[config.mk]
export PLATFORM = sky130hd
export DESIGN_NAME = message_match_queue
export DESIGN_NICKNAME = d
export VERILOG_FILES = /design/src/hw/rtl/mmq_pkg.sv /design/src/hw/rtl/message_match_queue.sv /design/src/hw/rtl/mmq_cell.sv
export SDC_FILE = /design/constraint.sdc
export NUM_CORES = 2
export LEC_CHECK = 0
export BUFFER_PORTS_ARGS = -buffer_cell sky130_fd_sc_hd__buf_4
export CAP_MARGIN = 20
export CORE_MARGIN = 5
export CORE_UTILIZATION = 45
export CTS_CLUSTER_DIAMETER = 50
export DETAILED_ROUTE_END_ITERATION = 8
export GPL_TIMING_DRIVEN = 0
export PLACE_DENSITY = 0.62
export REMOVE_ABC_BUFFERS = 1
export SLEW_MARGIN = 40
export SYNTH_ARGS = -nofsm -noshare
export SYNTH_HDL_FRONTEND = slang
export SYNTH_SLANG_ARGS = --single-unit
[constraint.sdc]
create_clock -name clk -period 23.4 [get_ports clk]
set_input_delay 5.85 -clock clk [delete_from_list [all_inputs] [get_ports clk]]
set_output_delay 5.85 -clock clk [all_outputs]
set_load 0.005 [all_outputs]
[src/hw/rtl/mmq_pkg.sv]
// Shared types and constants for the message match queue.
package mmq_pkg;

  localparam int TableDepth = 16;
  localparam int RankBits   = 8;

  typedef enum logic [1:0] {
    KIND_SEND    = 2'd0,
    KIND_BCAST   = 2'd1,
    KIND_SCATTER = 2'd2,
    KIND_INVALID = 2'd3
  } kind_t;

  typedef enum logic {
    OP_ARRIVE = 1'b0,
    OP_POST   = 1'b1
  } op_t;

  typedef struct packed {
    kind_t                kind;
    logic [RankBits-1:0]  src;
    logic [31:0]          size;
    logic [31:0]          seq;
    logic [31:0]          res;
  } entry_t;

  typedef struct packed {
    logic                 valid;
    kind_t                kind;
    logic [RankBits-1:0]  peer;
    logic                 any;
    logic [31:0]          size;
  } req_t;

  typedef struct packed {
    logic wr;
    logic srch;
  } cell_ctl_t;

endpackage

[src/hw/rtl/message_match_queue.sv]
// Top level of the message match queue: request register, cell row and result beat.
//
// The block keeps an ordered table of unexpected messages and one posted
// request. Each in_ beat is either an arriving message (in_operation = 0),
// appended at the tail of the table, or a posted request (in_operation = 1),
// which replaces any pending one. Every in_ beat yields exactly one out_
// beat: out_matched when the oldest agreeing entry was removed (its source,
// sequence and result word are returned, otherwise these are zero), and
// out_dropped when an arrival found the table full. Kind code three is
// ignored and yields an all-zero result.
// For each item, the accept cycle writes the tail cell or the request register,
// and the next cycle runs the compare along the row of cells, removes the hit
// and loads the result register. The found flag and the gathered entry ripple
// through the cells, which sets the cycle length. A new item is not taken
// while the previous one is being searched, even when out_ready stays high.
// Reset empties the table and clears the pending request and the result valid flag.
// While out_valid waits for out_ready no new item is taken.
module message_match_queue (
  input  logic        clk,
  input  logic        rst_n,
  input  logic        in_valid,
  output logic        in_ready,
  input  logic        in_operation,
  input  logic [1:0]  in_msg_kind,
  input  logic [7:0]  in_peer_rank,
  input  logic        in_any_peer,
  input  logic [31:0] in_byte_count,
  input  logic [31:0] in_seq_number,
  input  logic [31:0] in_carried_result,
  output logic        out_valid,
  input  logic        out_ready,
  output logic        out_matched,
  output logic        out_dropped,
  output logic [7:0]  out_match_source,
  output logic [31:0] out_match_sequence,
  output logic [31:0] out_match_result
);

  localparam int D = mmq_pkg::TableDepth;
  localparam int R = mmq_pkg::RankBits;

  logic               busy_r, busy_nxt;
  logic               skip_r, skip_nxt;
  logic               drop_r, drop_nxt;
  mmq_pkg::req_t      req_r, req_nxt;
  logic               out_valid_r, out_valid_nxt;
  logic               out_matched_r, out_matched_nxt;
  logic               out_dropped_r, out_dropped_nxt;
  logic [7:0]         out_source_r, out_source_nxt;
  logic [31:0]        out_seq_r, out_seq_nxt;
  logic [31:0]        out_res_r, out_res_nxt;

  logic               accept;
  logic               kind_ok;
  mmq_pkg::cell_ctl_t ctl;
  mmq_pkg::entry_t    wdata;
  logic [D-1:0]       valid_w;
  mmq_pkg::entry_t    ent_w   [D];
  logic [D:0]         found_w;
  mmq_pkg::entry_t    acc_w   [D+1];
  mmq_pkg::entry_t    empty_ent;

  assign in_ready = !busy_r && (!out_valid_r || out_ready);
  assign accept   = in_valid && in_ready;
  assign kind_ok  = (in_msg_kind != mmq_pkg::KIND_INVALID);

  always_comb begin
    empty_ent  = '0;
    wdata.kind = mmq_pkg::kind_t'(in_msg_kind);
    wdata.src  = in_peer_rank[R-1:0];
    wdata.size = in_byte_count;
    wdata.seq  = in_seq_number;
    wdata.res  = in_carried_result;
    ctl.wr   = accept && kind_ok && (in_operation == mmq_pkg::OP_ARRIVE);
    ctl.srch = busy_r && !skip_r && req_r.valid;
  end

  assign found_w[0] = 1'b0;
  assign acc_w[0]   = '0;

  for (genvar i = 0; i < D; i++) begin : g_cell
    logic            prev_v;
    logic            yng_v;
    mmq_pkg::entry_t yng;
    if (i == 0) begin : g_head
      assign prev_v = 1'b1;
    end else begin : g_mid
      assign prev_v = valid_w[i-1];
    end
    if (i == D - 1) begin : g_tail
      assign yng_v = 1'b0;
      assign yng   = empty_ent;
    end else begin : g_body
      assign yng_v = valid_w[i+1];
      assign yng   = ent_w[i+1];
    end
    mmq_cell u_cell (
      .clk             (clk),
      .rst_n           (rst_n),
      .ctl             (ctl),
      .wdata           (wdata),
      .req             (req_r),
      .prev_valid_i    (prev_v),
      .younger_valid_i (yng_v),
      .younger_i       (yng),
      .found_i         (found_w[i]),
      .acc_i           (acc_w[i]),
      .valid_o         (valid_w[i]),
      .ent_o           (ent_w[i]),
      .found_o         (found_w[i+1]),
      .acc_o           (acc_w[i+1])
    );
  end

  always_comb begin
    busy_nxt        = busy_r;
    skip_nxt        = skip_r;
    drop_nxt        = drop_r;
    req_nxt         = req_r;
    out_valid_nxt   = out_valid_r && !out_ready;
    out_matched_nxt = out_matched_r;
    out_dropped_nxt = out_dropped_r;
    out_source_nxt  = out_source_r;
    out_seq_nxt     = out_seq_r;
    out_res_nxt     = out_res_r;
    if (accept) begin
      busy_nxt = 1'b1;
      skip_nxt = !kind_ok;
      drop_nxt = kind_ok && (in_operation == mmq_pkg::OP_ARRIVE) && valid_w[D-1];
      if (kind_ok && (in_operation == mmq_pkg::OP_POST)) begin
        req_nxt.valid = 1'b1;
        req_nxt.kind  = mmq_pkg::kind_t'(in_msg_kind);
        req_nxt.peer  = in_peer_rank[R-1:0];
        req_nxt.any   = in_any_peer;
        req_nxt.size  = in_byte_count;
      end
    end
    if (busy_r) begin
      busy_nxt        = 1'b0;
      out_valid_nxt   = 1'b1;
      out_matched_nxt = found_w[D];
      out_dropped_nxt = drop_r;
      out_source_nxt  = 8'(acc_w[D].src);
      out_seq_nxt     = acc_w[D].seq;
      out_res_nxt     = acc_w[D].res;
      if (found_w[D]) begin
        req_nxt = '0;
      end
    end
  end

  always_ff @(posedge clk) begin
    if (!rst_n) begin
      busy_r      <= 1'b0;
      skip_r      <= 1'b0;
      drop_r      <= 1'b0;
      req_r       <= '0;
      out_valid_r <= 1'b0;
    end else begin
      busy_r      <= busy_nxt;
      skip_r      <= skip_nxt;
      drop_r      <= drop_nxt;
      req_r       <= req_nxt;
      out_valid_r <= out_valid_nxt;
    end
  end

  always_ff @(posedge clk) begin
    out_matched_r <= out_matched_nxt;
    out_dropped_r <= out_dropped_nxt;
    out_source_r  <= out_source_nxt;
    out_seq_r     <= out_seq_nxt;
    out_res_r     <= out_res_nxt;
  end

  assign out_valid          = out_valid_r;
  assign out_matched        = out_matched_r;
  assign out_dropped        = out_dropped_r;
  assign out_match_source   = out_source_r;
  assign out_match_sequence = out_seq_r;
  assign out_match_result   = out_res_r;

  a_compact: assert property (@(posedge clk) disable iff (!rst_n)
    (valid_w[D-1:1] & ~valid_w[D-2:0]) == '0)
    else $error("table holes between valid slots");

  a_req_clear: assert property (@(posedge clk) disable iff (!rst_n)
    busy_r && found_w[D] |=> !req_r.valid)
    else $error("request not cleared after match");

  a_drop_full: assert property (@(posedge clk) disable iff (!rst_n)
    busy_r && drop_r |-> valid_w[D-1] && !found_w[D])
    else $error("drop without full table or with match");

  a_one_flight: assert property (@(posedge clk) disable iff (!rst_n)
    busy_r |-> !in_ready)
    else $error("second item accepted during search");

endmodule

[src/hw/rtl/mmq_cell.sv]
// One slot of the unexpected-message table: take a write, compare, gather and shift down.
module mmq_cell (
  input  logic              clk,
  input  logic              rst_n,
  input  mmq_pkg::cell_ctl_t ctl,
  input  mmq_pkg::entry_t   wdata,
  input  mmq_pkg::req_t     req,
  input  logic              prev_valid_i,
  input  logic              younger_valid_i,
  input  mmq_pkg::entry_t   younger_i,
  input  logic              found_i,
  input  mmq_pkg::entry_t   acc_i,
  output logic              valid_o,
  output mmq_pkg::entry_t   ent_o,
  output logic              found_o,
  output mmq_pkg::entry_t   acc_o
);

  logic            valid_r;
  logic            valid_nxt;
  mmq_pkg::entry_t data_r;
  mmq_pkg::entry_t data_nxt;
  logic            hit;
  logic            take_w;
  logic            shift;

  always_comb begin
    hit = ctl.srch && valid_r && !found_i && (data_r.kind == req.kind)
          && (data_r.size == req.size) && (req.any || (data_r.src == req.peer));
    take_w = ctl.wr && !valid_r && prev_valid_i;
    shift  = ctl.srch && (found_i || hit);
    valid_nxt = valid_r;
    data_nxt  = data_r;
    if (shift) begin
      valid_nxt = younger_valid_i;
      data_nxt  = younger_i;
    end else if (take_w) begin
      valid_nxt = 1'b1;
      data_nxt  = wdata;
    end
    found_o = found_i || hit;
    acc_o   = hit ? (acc_i | data_r) : acc_i;
    valid_o = valid_r;
    ent_o   = data_r;
  end

  always_ff @(posedge clk) begin
    if (!rst_n) begin
      valid_r <= 1'b0;
    end else begin
      valid_r <= valid_nxt;
    end
  end

  always_ff @(posedge clk) begin
    data_r <= data_nxt;
  end

endmodule

# [Word level (Yosys, flattened, before mapping)]
# Cells that the tools add are included.
[classes] eq_ne=49 mux=82 n_bitwise=17 n_reduce_logical=221
[ops] operator="$mux 106" n=30
[ops] operator="$mux 104" n=16
[ops] operator="$or 104x104->104" n=15
[ops] operator="$eq 32x32->1" n=16
[ops] operator="$mux 44" n=4
[ops] operator="$logic_and 1x1->1" n=136
[ops] operator="$eq 8x8->1" n=16
[ops] operator="$logic_not 1->1" n=36
[ops] operator="$eq 2x2->1" n=16
[ops] operator="$logic_or 1x1->1" n=32
[ops] operator="$mux 1" n=32
[ops] operator="$reduce_bool 2->1" n=15
[ops] operator="$reduce_or 2->1" n=2
[ops] operator="$ne 2x2->1 const B" n=1
[ops] operator="$not 1->1" n=2
[word_totals] register_bits=1834 inputBits=112 out_inout_bits=76 word_cells=479

# [Logic depth before layout (Yosys ltp)]
[depth] word_depth=99 mapped_depth=14 ltp_nobuf=8

# [Modules after synthesis]
# From an unflattened synthesis, not the netlist that was laid out.
[unflattened] cells_unflattened=6829 area_unflattened_um2=97712.5
[by_module_without_submodules] mod="mmq_cell" n_inst=16 cells_per_inst=409 area_per_inst_um2=5843.1 seq_area_each_um2=3203.1
[by_module_without_submodules] mod="message_match_queue" n_inst=1 cells_per_inst=285 area_per_inst_um2=4222.8 seq_area_each_um2=3183.1

# [Worst setup path after synthesis]
# Ideal clock, no wire load.
[synth_timing] kind="input port to flip-flop" start="input port out_ready" end="register g_cell[12].u_cell.data_r (netlist bit g_cell[12].u_cell.ent_o[0]) (enable)" setup_ps=717 t_arrival_ps=14646 t_required_ps=22683 setup_slack_ps=8037 stages=8 path_buffers=2 path_cell_list="inv_1 > a21oi_1 > nand2_1 > nor3b_1 > clkbuf_1 > clkbuf_1 > nand2_1 > o21ai_0"
[synth_between] elab_chain_cells=8
[synth_lines] element="start: declaration" line="message_match_queue.sv:31" rtl="input logic out_ready,"
[synth_lines] element="$logic_or 1x1->1" line="message_match_queue.sv:63" rtl="assign in_ready = !busy_r && (!out_valid_r || out_ready);"
[synth_lines] element="$logic_and 1x1->1" line="message_match_queue.sv:63"
[synth_lines] element="via in_ready" line="message_match_queue.sv:22" rtl="output logic in_ready,"
[synth_lines] element="$logic_and 1x1->1" line="message_match_queue.sv:64" rtl="assign accept = in_valid && in_ready;"
[synth_lines] element="$logic_and 1x1->1 (2 in a row)" line="message_match_queue.sv:74" rtl="ctl.wr = accept && kind_ok && (in_operation == mmq_pkg::OP_ARRIVE);"
[synth_lines] element="$logic_and 1x1->1 (2 in a row)" line="mmq_cell.sv:30" rtl="take_w = ctl.wr && !valid_r && prev_valid_i;"
[synth_lines] element="$reduce_bool 2->1 (no source line)"
[synth_lines] element="end signal: assignment" line="mmq_cell.sv:56" rtl="data_r <= data_nxt;"
[synth_lines] element="end: declaration" line="mmq_cell.sv:21" rtl="mmq_pkg::entry_t data_r;"
# The timed path passes the listed nets, and every way through them passes these cells.
# A chain may end at the register's enable or synchronous reset.

# [Worst setup path after layout]
[layout_timing] start="input port out_ready" end="output port in_ready"
[layout_between] elab_chain_cells=2
[layout_lines] element="$logic_or 1x1->1" line="message_match_queue.sv:63"
[layout_lines] element="$logic_and 1x1->1" line="message_match_queue.sv:63"
[layout_lines] element="end: declaration" line="message_match_queue.sv:22"
# Every way passes these cells.

==> results.tsv <==
stage	metric	value	unit
status	status	finished, final reports clean	
critical_path	worst setup path class	primary input to primary output	
sta	Slew Limit Fails	0	
place	Post-DP HPWL	248	mm
global_routing	GRT Total Usage	29.4	%
global_routing	vias in the first global route	71500	
min_path	Hold WC Path Type	flop to flop	
power	Pwr per Cell Area	66.9	mW/mm^2
sta	Period minus WS final	12.17	ns
sta	Setup Skew	0.0753	ns
min_path	HP Start	drop_r$_SDFFE_PN0P_	
global_routing	antenna violations before repair	23	
sta	setup violators final	0	
global_routing	largest net degree at the start of global routing	53	
layout	share of layout cells above drive strength 1	25.6	%
floorplanning	starting density of the core	45.2	%
power	Power Total	7.52	mW
global_routing	met2 Use GR	45.4	%
logic_synthesis	synth unique cells	66	
cts	CTS clk-pin slew, worst paths	0.06	ns
power	Leakage	42.3	nW
logic_synthesis	ys async rst share	0	%
global_routing	busiest layer in global routing	met2	
critical_path	CP Max Fanout	3	
logic_synthesis	Area contributors post-synth	edfxtp_1 (53%), mux2_2 (9.6%), nand2_1 (7.6%), dfxtp_1 (3.6%), xnor2_1 (3.3%)	
logic_synthesis	synthesized flop and latch total	1834	
layout	nets	8969	
detailed_routing	routed wire length	336	mm
floorplanning	Die Area	0.220	sq mm
power	Sw Share	22.5	%
detailed_routing	DR WL/cell	28.3	um
place	I/O Buffers	187	
power	Comb power frac	4.3	%
detailed_routing	post-route ant nets	0	
global_routing	first-pass GRT wire length	489	mm
logic_synthesis	Primary FF master, synth	edfxtp_1	
sta	Slew @ Worst Pin	0.878	ns
detailed_routing	DR pass1 iterations	8	
logic_synthesis	sequential share of the synthesized area	56.2	%
critical_path	crit path cell chain	buf_4, inv_1, a21oi_1, buf_4	
floorplanning	Rows	168	
critical_path	R2R Path End	g_cell[11].u_cell.ent_o[37]$_DFFE_PP_	
cts	H-tree depth	4	
critical_path	Critical Path Max Stage Delay	0.21	ns
place	placed insts	11400	
critical_path	Crit path arrival time	6.32	ns
layout	Area Overhead vs Synth	18.6	%
global_routing	GRT overflow	0	
cts	TritonCTS clock tree	done	
detailed_routing	drt via density	6.15	
critical_path	critical path startpoint category	primary input	
critical_path	most used cell, CP	buf_4	
place	GPL Wtd Cong	0.880	
logic_synthesis	post-synthesis average cell area	11.3	sq um
sta	RSZ-0062 raised after global routing	no	
critical_path	crit end category	primary output	
detailed_routing	remaining routing DRC violations	0	
logic_synthesis	number of flops mapped to enable cells by yosys	1664	
power	Sequential Power Share	48.6	%
critical_path	required time of the critical path	17.55	ns
cts	post-CTS resize count	0	
logic_synthesis	YS warnings	0	
cts	TritonCTS buffer count	218	
global_routing	M1 GR Usage	40.1	%
logic_synthesis	share of the synthesized area in the top cell type	52.7	%
sta	fmax	82.2	MHz
power	Clk network pwr share	47.1	%
logic_synthesis	Mapped Area	0.0949	sq mm
critical_path	family with the most delay on the worst path	buffers and inverters	
sta	period utilisation layout	52.0	%
power	internal power	5.83	mW
critical_path	slowest CP cell	a21oi_1	
floorplanning	IO Count	188	
critical_path	FF-to-FF setup slack	15.35	ns
sta	Worst slew margin	40.9	%
floorplanning	Core ar.	0.210	sq mm
power	P_sw	1.70	mW
critical_path	worst path buffer plus inverter count	3	
min_path	hold path endpoint	out_dropped$_DFFE_PP_	
logic_synthesis	Post-Syn Instances	8373	
detailed_routing	DR iter-0 viols	9869	
cts	later-pin clock latency in the skew report	0.89	ns
cts	Post-CTS Setup Repair Bufs	0	
critical_path	worst reg2reg path depth	26	
layout	most common cell after layout, fill and taps aside	nand2_1	
logic_synthesis	Synth area leader	edfxtp_1	
min_path	number of cells on the worst hold path	0	
cts	CTS Buffer Depth	3	
floorplanning	die span in x	469	um
sta	final hold violation count	0	
flow_run	Max Cap Violations	0	
power	peak supply drop	0.0835	mV
layout	Final Non-Filler Cells	11900	
cts	hold_buf cts	0	
detailed_routing	vias	73000	
layout	commonest cells after routing, fill and taps aside	nand2_1 (1908), edfxtp_1 (1664), mux2_2 (808)	
critical_path	launch point of the worst reg-to-reg path	req_r[7]$_SDFF_PN0_	
sta	Fin Setup TNS	0	ns
floorplanning	chip height	469	um
cts	clock sinks	1834	
cts	clock root cell	clkbuf_16	
global_routing	met3 Use GR	6.95	%
[through the flow]
stage               area (sq um)  util, %  setup WS, ns  hold WS [ns]
floorplan                  91500        -        -37.08         0.409
global placement           96400     46.0       -270.56         0.425
detailed placement        105000     50.0         11.23         0.435
CTS                       112000     53.6         11.22         0.449
global route              113000     53.6         11.18         0.460
finish                    113000     53.6         11.23         0.449
[sequential cells by signal, indices dropped and copies added (netlist names)]
name	cells
g_cell.u_cell.ent_o	1696
req_r	44
out_match_result	32
out_match_sequence	32
g_cell.u_cell.valid_o	16
out_match_source	8
busy_r	1
drop_r	1
out_dropped	1
out_matched	1
out_valid	1
skip_r	1
[worst max-delay path by stage]
stage / from / depth (start not counted) / slack [ns] / end
floorplan: busy_r$_SDFF_PP0_ / 7 / -37.08 / g_cell[12].u_cell.ent_o[0]$_DFFE_PP_
global placement: busy_r$_SDFF_PP0_ / 6 / -270.56 / g_cell[7].u_cell.ent_o[3]$_DFFE_PP_
global route: out_ready / 4 / 11.18 / in_ready
finish: out_ready / 4 / 11.23 / in_ready
detailed placement: out_ready / 4 / 11.23 / in_ready
CTS: out_ready / 4 / 11.22 / in_ready
[cells by family (layout without fill, tap and decap cells)]
logic type | after synthesis | in the layout | share of synthesized area [%]
flip-flops | 1834 | 1834 | 56.2
multiplexers | 1174 | 1174 | 13.8
XOR/XNOR | 672 | 672 | 6.20
buffers and inverters | 880 | 1558 | 4.11
AND/OR/NAND/NOR | 2955 | 2955 | 13.9
other | 0 | 16 | 0
AO/OA/AOI/OAI | 858 | 858 | 5.82
[cells in the mapped netlist, types with 64 or more instances]
cell	instances
nand2_1	1914
edfxtp_1	1664
mux2_2	808
clkbuf_1	440
a21oi_1	385
xnor2_1	355
xor2_1	317
nand3_1	316
mux2i_1	242
nor2_1	215
dfxtp_1	170
nand4_1	165
buf_2	163
o21ai_0	161
nor4_1	157
inv_1	142
mux2_1	84
buf_4	76
a222oi_1	72
and4_1	67
a221oi_1	65
a32oi_1	65
o2bb2ai_1	64
[layer usage]
layer / wire (um) / vias to the layer above / part of all wire [%]
met4: 14600 / 6 / 4.3
li1: - / 31200 / -
met5: 35 / - / 0.010
met3: 38100 / 936 / 11
met2: 150000 / 4706 / 45
met1: 133000 / 36100 / 40
[worst register-to-register path: stages, from the launching register on]
cell and delay (ns):
dfxtp_2 0.83, xor2_1 0.20, nor4_1 0.52, nand4_1 0.65
nor4_4 0.61, buf_6 0.22, buf_4 0.22, buf_4 0.22
buf_4 0.21, or3_4 0.43, buf_12 0.33, nor4_4 0.15
buf_4 0.20, buf_4 0.18, buf_4 0.18, o211ai_1 0.17
buf_2 0.28, buf_2 0.22, buf_2 0.23, buf_2 0.23
buf_2 0.23, buf_4 0.20, buf_2 0.20, buf_2 0.21
buf_4 0.17, buf_2 0.19, buf_2 0.24
[final cells by class]
cell class              instances  area, sq um
clock inverters               115         1410
multi-input cells            5659        38200
inverters                     142          533
flip-flops and latches       1834        53400
fillers                     18000        97300
diodes                         16         40.0
clock buffers                 299         6100
repair buffers               1002         9340
well taps                    2805         3510
[power by group through the flow]
stage	clock, mW	sequential [mW]	combinational (mW)
after global placement	0	3.73	0.301
after detailed placement	0	3.72	0.318
after floorplan	0	3.71	0.181
final	3.54	3.65	0.326
after global routing	3.72	3.66	0.353
after CTS	3.57	3.65	0.320
(Power assumes the default switching activity.)
